===== src/bd_pkg.sv =====
`default_nettype none
// ----------------------------------------------------------------------------
// bd_pkg
// Shared types and fixed field widths for the bounded deque.
// ----------------------------------------------------------------------------
package bd_pkg;

    localparam int VALUE_W = 32;
    localparam int COUNT_W = 5;

    typedef enum logic [1:0] {
        KIND_PUSH_FRONT = 2'd0,
        KIND_PUSH_BACK  = 2'd1,
        KIND_POP_FRONT  = 2'd2,
        KIND_POP_BACK   = 2'd3
    } bd_kind_t;

    typedef enum logic [1:0] {
        STAT_DONE  = 2'd0,
        STAT_EMPTY = 2'd1,
        STAT_FULL  = 2'd2
    } bd_status_t;

    typedef enum logic [0:0] {
        S_IDLE   = 1'b0,
        S_FINISH = 1'b1
    } bd_state_t;

endpackage
`default_nettype wire


===== src/bd_ram.sv =====
`default_nettype none
// ----------------------------------------------------------------------------
// bd_ram
// Slot store: one write port, one read port with registered read data.
// ----------------------------------------------------------------------------
module bd_ram #(
    parameter int DEPTH = 16,
    parameter int IW    = 4
) (
    input  wire logic                      aclk,
    input  wire logic                      we,
    input  wire logic [IW-1:0]             waddr,
    input  wire logic [bd_pkg::VALUE_W-1:0] wdata,
    input  wire logic                      re,
    input  wire logic [IW-1:0]             raddr,
    output logic      [bd_pkg::VALUE_W-1:0] rdata
);
    import bd_pkg::*;

    logic [VALUE_W-1:0] mem [DEPTH];

    always_ff @(posedge aclk) begin
        if (we) begin
            mem[waddr] <= wdata;
        end
    end

    // Hold read data while no read is issued.
    always_ff @(posedge aclk) begin
        if (re) begin
            rdata <= mem[raddr];
        end
    end

endmodule
`default_nettype wire


===== src/bounded_deque.sv =====
`default_nettype none
// ----------------------------------------------------------------------------
// bounded_deque
// Double-ended queue of signed 32-bit values in a ring of DEPTH slots.
// ----------------------------------------------------------------------------
// Each request on the s_ channel is one operation (push front, push back,
// pop front, pop back, selected by s_tuser) and gives exactly one result on
// the m_ channel: status, removed value, count after the operation and the
// values now at the front and back (zero when empty). A push into a full
// queue is dropped with status full; a pop from an empty queue changes
// nothing and reports status empty. An operation has an accept step and a
// finish step: in the accept cycle the ring pointers advance and the slot
// memory is written (push) or read (pop); in the finish step the registered
// read data of the slot memory settles the new front or back value and the
// result is loaded into the output register. The front and back values are
// cached in registers, so a pop reads only the one slot that becomes the new
// end. The output register lets a new request be accepted while a result
// waits on m_tready; the finish step of the next request holds until it is taken.
// ----------------------------------------------------------------------------
module bounded_deque #(
    parameter int DEPTH = 16
) (
    input  wire logic         aclk,
    input  wire logic         aresetn,
    // Request channel
    input  wire logic         s_tvalid,
    output logic              s_tready,
    input  wire logic [31:0]  s_tdata,   // [31:0] value
    input  wire logic [1:0]   s_tuser,   // [1:0] kind
    // Result channel
    output logic              m_tvalid,
    input  wire logic         m_tready,
    output logic      [103:0] m_tdata,   // [31:0] removed_value, [36:32] count,
                                         // [68:37] front_value,
                                         // [100:69] back_value, [103:101] zero
    output logic      [1:0]   m_tuser    // [1:0] status
);
    import bd_pkg::*;

    localparam int IW = (DEPTH > 1) ? $clog2(DEPTH) : 1;
    localparam int CW = $clog2(DEPTH + 1);
    localparam int OW = (CW > COUNT_W) ? CW : COUNT_W;
    localparam logic [IW-1:0] LAST_IDX = IW'(DEPTH - 1);
    localparam logic [CW-1:0] FULL_CNT = CW'(DEPTH);
    localparam logic [CW-1:0] ONE_CNT  = CW'(1);

    // Ring state and cached end values
    bd_state_t          state_reg, state_next;
    logic [IW-1:0]      front_reg, front_next;
    logic [IW-1:0]      back_reg, back_next;
    logic [CW-1:0]      occ_reg, occ_next;
    logic [VALUE_W-1:0] front_val_reg, front_val_next;
    logic [VALUE_W-1:0] back_val_reg, back_val_next;

    // Pending operation between accept and finish
    bd_status_t         stat_reg, stat_next;
    logic [VALUE_W-1:0] removed_reg, removed_next;
    logic               fetch_front_reg, fetch_front_next;
    logic               fetch_back_reg, fetch_back_next;

    // Output register
    logic               out_valid_reg;
    bd_status_t         out_stat_reg;
    logic [VALUE_W-1:0] out_removed_reg;
    logic [COUNT_W-1:0] out_count_reg;
    logic [VALUE_W-1:0] out_front_reg;
    logic [VALUE_W-1:0] out_back_reg;

    // Slot memory access
    logic               mem_we, mem_re;
    logic [IW-1:0]      mem_waddr, mem_raddr;
    logic [VALUE_W-1:0] mem_rdata;

    logic               accept;
    logic               out_load;
    logic               empty, full;
    logic [IW-1:0]      front_inc, front_dec, back_inc, back_dec;
    logic [VALUE_W-1:0] fin_front, fin_back;
    logic [OW-1:0]      count_ext;
    bd_kind_t           kind;

    assign kind  = bd_kind_t'(s_tuser);
    assign empty = (occ_reg == '0);
    assign full  = (occ_reg == FULL_CNT);

    assign front_inc = (front_reg == LAST_IDX) ? '0 : front_reg + IW'(1);
    assign front_dec = (front_reg == '0) ? LAST_IDX : front_reg - IW'(1);
    assign back_inc  = (back_reg == LAST_IDX) ? '0 : back_reg + IW'(1);
    assign back_dec  = (back_reg == '0) ? LAST_IDX : back_reg - IW'(1);

    bd_ram #(
        .DEPTH (DEPTH),
        .IW    (IW)
    ) u_ram (
        .aclk  (aclk),
        .we    (mem_we),
        .waddr (mem_waddr),
        .wdata (s_tdata),
        .re    (mem_re),
        .raddr (mem_raddr),
        .rdata (mem_rdata)
    );

    // Sequencer: accept in idle, finish once the output register is free.
    always_comb begin
        state_next = state_reg;
        s_tready   = 1'b0;
        out_load   = 1'b0;
        unique case (state_reg)
            S_IDLE: begin
                s_tready = 1'b1;
                if (s_tvalid) begin
                    state_next = S_FINISH;
                end
            end
            S_FINISH: begin
                if (!out_valid_reg || m_tready) begin
                    out_load   = 1'b1;
                    state_next = S_IDLE;
                end
            end
            default: begin
                state_next = S_IDLE;
            end
        endcase
    end

    assign accept = s_tvalid && s_tready;

    // Operation decode in the accept cycle: advance pointers, issue slot access.
    always_comb begin
        front_next       = front_reg;
        back_next        = back_reg;
        occ_next         = occ_reg;
        front_val_next   = front_val_reg;
        back_val_next    = back_val_reg;
        stat_next        = stat_reg;
        removed_next     = removed_reg;
        fetch_front_next = fetch_front_reg;
        fetch_back_next  = fetch_back_reg;
        mem_we           = 1'b0;
        mem_waddr        = front_reg;
        mem_re           = 1'b0;
        mem_raddr        = front_inc;

        if (accept) begin
            stat_next        = STAT_DONE;
            removed_next     = '0;
            fetch_front_next = 1'b0;
            fetch_back_next  = 1'b0;
            unique case (kind)
                KIND_PUSH_FRONT: begin
                    if (full) begin
                        stat_next = STAT_FULL;
                    end else begin
                        mem_we         = 1'b1;
                        mem_waddr      = front_dec;
                        front_next     = front_dec;
                        front_val_next = s_tdata;
                        occ_next       = occ_reg + ONE_CNT;
                        if (empty) begin
                            back_next     = front_dec;
                            back_val_next = s_tdata;
                        end
                    end
                end
                KIND_PUSH_BACK: begin
                    if (full) begin
                        stat_next = STAT_FULL;
                    end else begin
                        mem_we        = 1'b1;
                        back_val_next = s_tdata;
                        occ_next      = occ_reg + ONE_CNT;
                        if (empty) begin
                            mem_waddr      = front_reg;
                            back_next      = front_reg;
                            front_val_next = s_tdata;
                        end else begin
                            mem_waddr = back_inc;
                            back_next = back_inc;
                        end
                    end
                end
                KIND_POP_FRONT: begin
                    if (empty) begin
                        stat_next = STAT_EMPTY;
                    end else begin
                        removed_next = front_val_reg;
                        front_next   = front_inc;
                        occ_next     = occ_reg - ONE_CNT;
                        if (occ_reg == ONE_CNT) begin
                            front_val_next = '0;
                            back_val_next  = '0;
                        end else begin
                            // Fetch the slot that becomes the new front.
                            mem_re           = 1'b1;
                            mem_raddr        = front_inc;
                            fetch_front_next = 1'b1;
                        end
                    end
                end
                KIND_POP_BACK: begin
                    if (empty) begin
                        stat_next = STAT_EMPTY;
                    end else begin
                        removed_next = back_val_reg;
                        back_next    = back_dec;
                        occ_next     = occ_reg - ONE_CNT;
                        if (occ_reg == ONE_CNT) begin
                            front_val_next = '0;
                            back_val_next  = '0;
                        end else begin
                            // Fetch the slot that becomes the new back.
                            mem_re          = 1'b1;
                            mem_raddr       = back_dec;
                            fetch_back_next = 1'b1;
                        end
                    end
                end
                default: begin
                    stat_next = STAT_DONE;
                end
            endcase
        end else if (out_load) begin
            // Fold fetched slot into the cached end value.
            front_val_next   = fin_front;
            back_val_next    = fin_back;
            fetch_front_next = 1'b0;
            fetch_back_next  = 1'b0;
        end
    end

    assign fin_front = fetch_front_reg ? mem_rdata : front_val_reg;
    assign fin_back  = fetch_back_reg  ? mem_rdata : back_val_reg;
    assign count_ext = OW'(occ_reg);

    always_ff @(posedge aclk) begin
        if (!aresetn) begin
            state_reg       <= S_IDLE;
            front_reg       <= '0;
            back_reg        <= '0;
            occ_reg         <= '0;
            front_val_reg   <= '0;
            back_val_reg    <= '0;
            fetch_front_reg <= 1'b0;
            fetch_back_reg  <= 1'b0;
            out_valid_reg   <= 1'b0;
        end else begin
            state_reg       <= state_next;
            front_reg       <= front_next;
            back_reg        <= back_next;
            occ_reg         <= occ_next;
            front_val_reg   <= front_val_next;
            back_val_reg    <= back_val_next;
            fetch_front_reg <= fetch_front_next;
            fetch_back_reg  <= fetch_back_next;
            if (out_load) begin
                out_valid_reg <= 1'b1;
            end else if (m_tready) begin
                out_valid_reg <= 1'b0;
            end
        end
    end

    // Payload registers: no reset needed.
    always_ff @(posedge aclk) begin
        stat_reg    <= stat_next;
        removed_reg <= removed_next;
        if (out_load) begin
            out_stat_reg    <= stat_reg;
            out_removed_reg <= removed_reg;
            out_count_reg   <= count_ext[COUNT_W-1:0];
            out_front_reg   <= fin_front;
            out_back_reg    <= fin_back;
        end
    end

    assign m_tvalid = out_valid_reg;
    assign m_tuser  = out_stat_reg;
    assign m_tdata  = {3'b000, out_back_reg, out_front_reg, out_count_reg, out_removed_reg};

endmodule
`default_nettype wire

===== config.mk =====
export PLATFORM = sky130hd
export DESIGN_NAME = bounded_deque
export DESIGN_NICKNAME = d
export VERILOG_FILES = /design/src/bd_pkg.sv /design/src/bd_ram.sv /design/src/bounded_deque.sv
export SDC_FILE = /design/constraint.sdc
export NUM_CORES = 1
export LEC_CHECK = 0
export BUFFER_PORTS_ARGS = -buffer_cell sky130_fd_sc_hd__buf_4
export CORE_MARGIN = 2
export CORE_UTILIZATION = 25
export DETAILED_ROUTE_END_ITERATION = 8
export GPL_ROUTABILITY_DRIVEN = 0
export PLACE_DENSITY = 0.45
export SLEW_MARGIN = 20
export SYNTH_ARGS = -nofsm -noshare
export SYNTH_HDL_FRONTEND = slang
export SYNTH_SLANG_ARGS = --single-unit

===== constraint.sdc =====
create_clock -name aclk -period 13.7 [get_ports aclk]
set_input_delay 1.37 -clock aclk [delete_from_list [all_inputs] [get_ports aclk]]
set_output_delay 1.37 -clock aclk [all_outputs]
set_load 0.005 [all_outputs]

# Word level (Yosys, flattened, before mapping)
# Memories as Yosys holds them, arrays and structs flattened. A register that Yosys moved wholly into a read port is not among the register bits.
# Cells that the tools add are included.
totals:
  reg_bits: 218
  ram_bits: 512
  output_inout_bits: 108
  n_memories: 1
memory_table:
  columns: ["memory", "words", "width", "rd", "rd_ports_with_merged_regs", "write_ports", "line_no", "text"]
  rows:
  - ["u_ram.mem", 16, 32, 1, 1, 1, "bd_ram.sv:20", "logic [VALUE_W-1:0] mem [DEPTH];"]
op_classes:
  add_sub_neg: 6
  eq_ne: 20
  n_mux: 64
  n_bitwise: 1
  n_reduce_logical: 18
op_table:
  columns: ["cell", "count"]
  rows:
  - ["$mux W32", 13]
  - ["$pmux W32 S3", 2]
  - ["$mux W4", 17]
  - ["$pmux W32 S2", 1]
  - ["$mux W1", 22]
  - ["$reduce_and A6 Y1", 3]
  - ["$pmux W4 S2", 2]
  - ["$ne A3 B3 Y1 const B", 5]
  - ["$ne A2 B2 Y1 const B", 7]
  - ["$pmux W4 S3", 1]
  - ["$mux W5", 2]
  - ["$pmux W5 S2", 1]
  - ["$add A4 B1 Y4 const B", 2]
  - ["$eq A4 B4 Y1 const B", 2]
  - ["$logic_not A4 Y1", 2]
  - ["$sub A4 B1 Y4 const B", 2]
  - ["$reduce_and A3 Y1", 2]
  - ["$reduce_bool A2 Y1", 3]
  - ["$add A5 B1 Y5 const B", 1]
  - ["$eq A5 B1 Y1 const B", 1]
  - ["$eq A5 B5 Y1 const B", 1]
  - ["$logic_not A5 Y1", 1]
  - ["$sub A5 B1 Y5 const B", 1]
  - ["$eq A2 B2 Y1 const B", 2]
  - ["other kinds (12)", 13]

# Logic depth before layout (Yosys ltp)
# Gate-level depths: netlist of run 1.
depth:
  ltp_word: 6
  mapped_depth: 13

# Modules after synthesis
# Synthesis of run 1 repeated with hierarchy kept, for this count alone.
unflattened:
  hier_cells: 1663
  area_unflattened_um2: 30356.6
modules_own_cells:
  columns: ["mod", "instances", "cells_per_inst", "area_per_inst_um2", "seq_area_each_um2"]
  rows:
  - ["bd_ram", 1, 838, 20155.6, 16335.7]
  - ["bounded_deque", 1, 825, 10201.0, 5735.5]

# Worst setup path after synthesis of run 1
# No wires, ideal clock.
synth_timing:
  kind: "input to register"
  from: "in s_tuser[0]"
  to: "reg u_ram.rdata[0] (netlist name) (read register of u_ram.mem) (enable)"
  arrival_ns: 5.220
  required_time_ns: 13.198
  slack_ns: 7.978
  path_stages: 4
  path_cell_list: "ha_1 clkbuf_1 nor2_1 nor4_1"
synth_via:
  elab_chain_len: 4
  word_cells_on_any_way: 7
synth_rtl:
  columns: ["item", "line_no", "text"]
  rows:
  - ["start, declared", "bounded_deque.sv:29", "input wire logic [1:0] s_tuser,"]
  - ["$eq A2 B2 Y1", "bounded_deque.sv:151", "unique case (kind)"]
  - ["$reduce_or A2 Y1 (no line) *", null, null]
  - ["$mux W1 *", null, null]
  - ["$mux W1 *", "bounded_deque.sv:146", "if (accept) begin"]
  - ["net mem_re", "bounded_deque.sv:70", "logic mem_we, mem_re;"]
  - ["end, declared", "bd_ram.sv:16", "output logic [bd_pkg::VALUE_W-1:0] rdata"]
# Mark *: on every way through the listed nets, which the timed path passes. The rest lies on a longest branch.
# A chain may end at the register's enable or synchronous reset.

# Worst setup path after layout of run 1
layout_timing:
  from: "in s_tvalid"
  to: "reg u_ram.rdata[13] (netlist name) (read register of u_ram.mem), data pin"
layout_via:
  elab_chain_len: 2
  word_cells_on_any_way: 3
layout_rtl:
  columns: ["item", "line_no", "text"]
  rows:
  - ["start, declared", "bounded_deque.sv:26", "input wire logic s_tvalid,"]
  - ["$logic_and A1 B1 Y1 *", "bounded_deque.sv:128", "assign accept = s_tvalid && s_tready;"]
  - ["net accept", "bounded_deque.sv:74", "logic accept;"]
  - ["$mux W4 / $mux W1 (equally long branches)", "bounded_deque.sv:146", null]
# Marks and branches as above.

==> key figures, run 1 <==
Run status
  • Run status: completed

STA
  • Ratio of final minimum period to clock period: 0.4499
  • Final Hold Fails: 0
  • Min Clock Period, post-route: 6164 ps
  • Worst-case headroom to the max-slew limit: 0.2821
  • Maximum achievable frequency: 0.1622 GHz
  • Final setup TNS: 0 ps
  • Worst hold slack: 417.9 ps
  • Setup ws final: 7536 ps
  • Setup skew after layout: 18.78 ps
  • Final setup fails: 0
  • Least-Margin Pin Slew: 1077 ps
  • Number of max-slew violations in the final report: 0
  • Unrepaired setup endpoints after global routing: false

Run
  • Number of max-cap violations: 0

Global routing
  • Overall Global Routing Usage: 0.1554
  • Antenna violations before repair: 10
  • Wire length of the first global-routing pass: 144500 µm
  • GR Overflow Total: 0
  • Number of global-route vias before repair: 20184
  • Largest net degree at the start of global routing: 82

Worst setup path
  • Capturing element type of the critical path: flip-flop
  • Crit. Startpoint: s_tvalid
  • Flop2flop setup slack: 7930 ps
  • Critical path type: input pin to flip-flop
  • Reg-to-reg startpoint: state_reg$_SDFF_PN0_
  • Endpoint arrival time on the critical path: 6520 ps
  • Nature of the critical path startpoint: input pin
  • Cells on worst reg2reg path: 12
  • End of the critical path: u_ram.rdata[13]$_DFFE_PP_
  • Reg2Reg Capture Point: u_ram.rdata[13]$_DFFE_PP_
  • Worst-path maximum fanout: 81
  • Data required time at the worst endpoint: 14060 ps

Floorplanning
  • Initial Utilization: 0.2515
  • Core Footprint: 0.1236 mm²
  • Number of ports placed on the die boundary: 146
  • Vertical die dimension: 356.7 µm
  • Die ar.: 0.1272 mm²
  • Floorplan die width: 356.7 µm
  • Cell row count: 129

Layout
  • Filler cells: 12362
  • Share of layout cells above drive strength 1: 0.1799
  • Area of all placed cells without fillers: 0.03671 mm²
  • Number of flip-flops in the largest register: 512
  • Area added between synthesis and finish: 18.05%
  • Total Nets Final: 2369
  • Register with the most flip-flops: u_ram.mem

CTS
  • Clock buffers created by TritonCTS: 81
  • Clock-pin slew reported for the worst setup and hold paths after clock tree synthesis: 60 ps
  • Clock root buffer: sky130_fd_sc_hd__clkbuf_16
  • Setup bufs post-CTS: 0
  • H-Tree Depth: 3
  • Hold_buf cts: 0
  • CTS tree: done
  • Cts repair resizes: 0
  • Clock latency of the later-clocked register in the worst-skew pair: 640 ps
  • Clk sink count: 762
  • Largest buffer count on any clock path: 3

Power
  • Fraction of power consumed by combinational cells: 0.138
  • Largest vdd supply drop: 0.00007297 V
  • Net load switching power: 0.001495 W
  • Clock network power share: 0.378
  • Leakage: 11.56 nW
  • Part of the power in registers: 0.484
  • Power per Cell Area: 152.9 mW/mm²
  • Sw frac: 0.2664
  • Cell-internal power: 0.004117 W
  • Overall Power: 0.005612 W

Logic synthesis
  • Number of warning messages in the yosys log: 0
  • Library cell with the largest summed area after synthesis: sky130_fd_sc_hd__edfxtp_1
  • Share of async-settable or async-resettable flops after synthesis: 0
  • Post-synthesis cell type count: 80
  • Share of the yosys chip area belonging to registers: 0.7098
  • Top cells by area in the synthesized netlist: sky130_fd_sc_hd__edfxtp_1 (66%), sky130_fd_sc_hd__dfxtp_1 (5.2%), sky130_fd_sc_hd__mux2_2 (2.4%), sky130_fd_sc_hd__a21oi_1 (2.0%), sky130_fd_sc_hd__nand2_1 (1.9%)
  • Number of flip-flops and latches in the synthesized netlist: 762
  • Mean cell area of the mapped netlist: 14.10 µm²
  • Number of instances in the synthesized netlist: 2205
  • Dominant synthesized flop cell: sky130_fd_sc_hd__edfxtp_1
  • Share of the synthesized area in the top cell type: 0.6577
  • Number of flops mapped to enable cells by yosys: 681
  • Syn Std Cell Area: 0.03109 mm²

Drt
  • Number of DRC violations after detailed-routing iteration 0: 1706
  • Total DRC errors in the routed layout: 0
  • Number of vias in the routed layout: 20452
  • Final wirelength: 101500 µm
  • Number of nets still failing antenna checks after routing: 0
  • Vias/cell: 5.083
  • Number of optimization iterations in the first detailed-route pass: 5
  • Wire length per cell: 25.23 µm

Placement
  • PortBufs: 142
  • Post-placement setup slack: 6829 ps
  • DP Area: 0.03416 mm²
  • DPL Wire Length: 57460 µm

Worst hold path
  • Kind of path behind the tightest hold check: flip-flop to flip-flop
  • Start point of the worst hold path: removed_reg[17]$_DFFE_PP_
-- per-layer routing --
layer  vias to the layer above  global-route usage  share of wire
li1                       8984                   -              -
met1                     10396              0.2092           0.43
met2                       884              0.2527           0.47
met3                       172             0.03120          0.079
met4                        16             0.04555          0.024
met5                         -                   0        0.00098
-- cell usage in the layout, fill, tap and decap left out, types with 41 or more instances in the layout --
cell type / count
sky130_fd_sc_hd__nor2_1: 137
sky130_fd_sc_hd__o22ai_1: 41
sky130_fd_sc_hd__o21ai_0: 61
sky130_fd_sc_hd__clkbuf_16: 83
sky130_fd_sc_hd__a311oi_1: 65
sky130_fd_sc_hd__a21oi_1: 123
sky130_fd_sc_hd__a221oi_1: 41
sky130_fd_sc_hd__edfxtp_1: 681
sky130_fd_sc_hd__nand2_1: 160
sky130_fd_sc_hd__dfxtp_1: 80
sky130_fd_sc_hd__nand3_1: 65
sky130_fd_sc_hd__a22oi_1: 55
sky130_fd_sc_hd__mux2_2: 65
sky130_fd_sc_hd__a211oi_1: 51
sky130_fd_sc_hd__buf_4: 198
-- metrics by stage --
stage,util,cells
6_report,0.2969,4024
4_1_cts,0.2968,4021
3_5_place_dp,0.2763,3873
5_1_grt,0.2968,4021
3_3_place_gp,0.2762,3872
2_1_floorplan,-,2207
-- area by class of cell --
type,instances,area [µm²],share of cell area
Sequential cell,762,22070,0.6013
Multi-Input combinational cell,1244,8426,0.2295
Clock buffer,104,2176,0.05928
Tap cell,1637,2048,0.05580
Timing Repair Buffer,199,1498,0.04080
Clock inverter,44,359.1,0.009783
Inverter,31,118.9,0.003238
Antenna cell,3,7.507,0.0002045
-- synthesized netlist by cell type (all sizes together), types with 6 or more instances --
library cell  instances
nand3                65
inv                  30
nor2                157
o211ai               35
o21ai                62
ha                   12
a21o                 20
nand2b               10
a32oi                16
or4                   6
a21oi               123
edfxtp              681
a22o                 32
nor3                 11
and3                 11
a311oi               65
nand4b               10
o2bb2ai              20
a2111oi              10
nand4                14
mux2i                40
o22ai                43
or3                  20
nand2               160
buf                  65
clkbuf              105
a221oi               41
o32a                 10
a211oi               51
dfxtp                81
mux2                 65
o31ai                15
a22oi                56
-- power groups by stage --
stage	logic (W)	clock network (W)	registers [W]
6_report	0.000773	0.00212	0.00272
3_3_place_gp	0.000760	0	0.00276
2_1_floorplan	0.000483	0	0.00274
3_5_place_dp	0.000776	0	0.00277
4_1_cts	0.000778	0.00217	0.00272
5_1_grt	0.000842	0.00226	0.00273
-- critical path, stage by stage --
cell	delay (ps)
sky130_fd_sc_hd__buf_4	120
sky130_fd_sc_hd__nand2b_2	50
sky130_fd_sc_hd__buf_4	710
sky130_fd_sc_hd__inv_2	30
sky130_fd_sc_hd__buf_4	330
sky130_fd_sc_hd__a41oi_4	270
sky130_fd_sc_hd__buf_4	690
sky130_fd_sc_hd__nand2b_4	710
sky130_fd_sc_hd__buf_4	670
sky130_fd_sc_hd__buf_4	690
sky130_fd_sc_hd__a21oi_1	90
sky130_fd_sc_hd__a2111oi_0	460
sky130_fd_sc_hd__nand4b_1	170
-- worst min-delay path by stage --
stage                     slack [ps]                       endpoint  depth (start not counted)
after floorplan                  400           m_tuser[0]$_DFFE_PP_                          0
after global placement           400   out_removed_reg[0]$_DFFE_PP_                          0
after detailed placement         400   out_removed_reg[6]$_DFFE_PP_                          0
after CTS                        420   out_removed_reg[6]$_DFFE_PP_                          0
after global routing             430  out_removed_reg[17]$_DFFE_PP_                          0
final                            420  out_removed_reg[17]$_DFFE_PP_                          0
-- cell families (layout without fill, tap and decap cells) --
group | after synthesis | count (layout) | synth area share
multiplexers | 105 | 105 | 0.03682
XOR/XNOR | 7 | 7 | 0.001972
adder cells (fa/ha/maj) | 12 | 12 | 0.004829
flip-flops | 762 | 762 | 0.7098
AO/OA/AOI/OAI | 629 | 629 | 0.1457
buffers and inverters | 201 | 378 | 0.02724
other | 1 | 6 | 0.0001206
AND/OR/NAND/NOR | 488 | 488 | 0.07348
(Power assumes the default switching activity.)
==> run 2: changes to the inputs <==
--- a/config.mk
+++ b/config.mk
@@ -10,7 +10,7 @@
 export CORE_UTILIZATION = 25
 export DETAILED_ROUTE_END_ITERATION = 8
 export GPL_ROUTABILITY_DRIVEN = 0
-export PLACE_DENSITY = 0.45
+export PLACE_DENSITY = 0.47
 export SLEW_MARGIN = 20
 export SYNTH_ARGS = -nofsm -noshare
 export SYNTH_HDL_FRONTEND = slang
==> constraint.sdc (replaced) <==
create_clock -name aclk -period 5 [get_ports aclk]
set_input_delay 0.5 -clock aclk [delete_from_list [all_inputs] [get_ports aclk]]
set_output_delay 0.5 -clock aclk [all_outputs]
set_load 0.005 [all_outputs]
==> key figures, run 2 (synthesis gave the netlist of run 1 again) <==
Run status
  • Run status: completed

Power
  • Net load switching power: 0.004100 W
  • Cell-internal power: 0.01132 W
  • Leakage: 11.67 nW
  • Power per Cell Area: 417.7 mW/mm²
  • Sw frac: 0.2659
  • Overall Power: 0.01542 W
  • Clock network power share: 0.379
  • Part of the power in registers: 0.482
  • Fraction of power consumed by combinational cells: 0.139
  • Largest vdd supply drop: 0.0002302 V

Layout
  • Number of flip-flops in the largest register: 512
  • Utilization after layout: 0.2986
  • Register with the most flip-flops: u_ram.mem
  • Area added between synthesis and finish: 18.73%
  • Leading cell type in the layout, fill and taps excluded: sky130_fd_sc_hd__edfxtp_1
  • Area taken by multi-input logic gates: 0.008414 mm²
  • Total Nets Final: 2384
  • Filler cells: 12323
  • Storage element area: 0.02207 mm²
  • Commonest cells after routing, fill and taps aside: sky130_fd_sc_hd__edfxtp_1 (681), sky130_fd_sc_hd__buf_4 (207), sky130_fd_sc_hd__nand2_1 (160)
  • Share of layout cells above drive strength 1: 0.1836

CTS
  • Clk sink count: 762
  • Clock root buffer: sky130_fd_sc_hd__clkbuf_16
  • Setup bufs post-CTS: 0
  • Clock buffers created by TritonCTS: 80
  • Clock latency of the later-clocked register in the worst-skew pair: 660 ps
  • CTS tree: done
  • H-Tree Depth: 3
  • Cts repair resizes: 0
  • Hold_buf cts: 0
  • Largest buffer count on any clock path: 3
  • Clock-pin slew reported for the worst setup and hold paths after clock tree synthesis: 60 ps

Worst setup path
  • List of cells traversed by the critical path: inv_1, ha_1, nor4b_2, buf_4, or4_1, buf_4, nand2b_4, buf_4, mux2i_1, o22ai_1, a211oi_1, o211ai_1
  • Family with the most delay on the worst path: simple AND/OR/NAND/NOR gates
  • Nature of the critical path startpoint: flip-flop
  • Count of buffer and inverter cells on the critical path: 4
  • Most frequent cell on the critical path: sky130_fd_sc_hd__buf_4
  • Largest stage delay on the critical path: 540 ps
  • Worst-path maximum fanout: 25
  • Capturing element type of the critical path: flip-flop
  • Endpoint arrival time on the critical path: 4320 ps
  • Critical path type: flip-flop to flip-flop
  • Slowest cell on the critical path: sky130_fd_sc_hd__or4_1
  • Data required time at the worst endpoint: 5360 ps

Floorplanning
  • Vertical die dimension: 356.7 µm
  • Number of ports placed on the die boundary: 146
  • Cell row count: 129
  • Initial Utilization: 0.2515
  • Floorplan die width: 356.7 µm
  • Die ar.: 0.1272 mm²
  • Core Footprint: 0.1236 mm²

STA
  • Worst hold slack: 163.0 ps
  • Maximum achievable frequency: 0.2528 GHz
  • Final Hold Fails: 0
  • Final setup TNS: 0 ps
  • Min Clock Period, post-route: 3955 ps
  • Worst-case headroom to the max-slew limit: 0.2814
  • Ratio of final minimum period to clock period: 0.7910
  • Final setup fails: 0
  • Unrepaired setup endpoints after global routing: false
  • Setup skew after layout: 34.77 ps
  • Number of max-slew violations in the final report: 0
  • Least-Margin Pin Slew: 1075 ps

Global routing
  • Number of global-route vias before repair: 20442
  • Largest net degree at the start of global routing: 96
  • Overall Global Routing Usage: 0.1507
  • Wire length of the first global-routing pass: 143400 µm
  • GR Overflow Total: 0
  • Antenna violations before repair: 12

Drt
  • Number of optimization iterations in the first detailed-route pass: 6
  • WL met1: 43700 µm
  • Number of vias in the routed layout: 20473
  • Vias/cell: 5.074
  • Number of nets still failing antenna checks after routing: 0
  • Final wirelength: 97970 µm
  • Total DRC errors in the routed layout: 0
  • Wire length per cell: 24.28 µm
  • Metal3 WL: 6867 µm
  • Met2 wirelength from detailed routing: 45350 µm
  • Number of DRC violations after detailed-routing iteration 0: 1939
  • Highest routing layer actually used: met5

Placement
  • DPL Wire Length: 61260 µm
  • PortBufs: 142

Run
  • Number of max-cap violations: 0

Worst hold path
  • Kind of path behind the tightest hold check: input pin to flip-flop
-- run 2: cell types whose count changed in the layout (fill, tap and decap cells not counted), sizes merged --
cell,previous run,this run
buf,199,215
clkbuf,104,102
diode,3,1
clkinvlp,3,2
-- run 2: cell type report --
class / count / area share
antenna: 1 / 0.00006778
tap: 1637 / 0.05548
sequential: 762 / 0.5979
clock inverter: 43 / 0.009727
multi-input combinational: 1244 / 0.2279
inverter: 31 / 0.003220
clock buffer: 102 / 0.05928
timing repair buffer: 215 / 0.04643
-- run 2: stage by stage --
stage	cell area (µm²)	setup slack, ps	cells
after floorplan	31100	148.4	2207
after global placement	34370	1098	3889
after detailed placement	34370	1059	3889
after CTS	36920	1076	4034
after global routing	36920	709.2	4034
final	36920	1045	4035
-- run 2: metal layers --
layer,up-vias,track usage
li1,8986,-
met5,-,0
met2,832,0.2412
met4,18,0.04025
met3,160,0.02619
met1,10477,0.2101
-- run 2: tightest hold or removal path, cell delays in order --
cell and delay, ps:
sky130_fd_sc_hd__buf_4 130, sky130_fd_sc_hd__o21ai_0 70, sky130_fd_sc_hd__a21oi_1 40
-- run 2: worst paths after layout --
check / startpoint / cells past startpoint / endpoint / slack, ps
max reg2reg: count_ext[0]$_SDFFE_PN0P_ / 12 / u_ram.rdata[2]$_DFFE_PP_ / 1040
min: aresetn / 3 / back_reg[0]$_SDFFE_PN0P_ / 160
min reg2reg: removed_reg[1]$_DFFE_PP_ / 0 / out_removed_reg[1]$_DFFE_PP_ / 410
max: count_ext[0]$_SDFFE_PN0P_ / 12 / u_ram.rdata[2]$_DFFE_PP_ / 1040
-- run 2: power groups by stage --
stage / logic (W) / clock network, W / registers (W)
after global placement: 0.00208 / 0 / 0.00756
final: 0.00214 / 0.00584 / 0.00744
after global routing: 0.00232 / 0.00621 / 0.00747
after floorplan: 0.00132 / 0 / 0.00750
after detailed placement: 0.00212 / 0 / 0.00757
after CTS: 0.00213 / 0.00596 / 0.00744
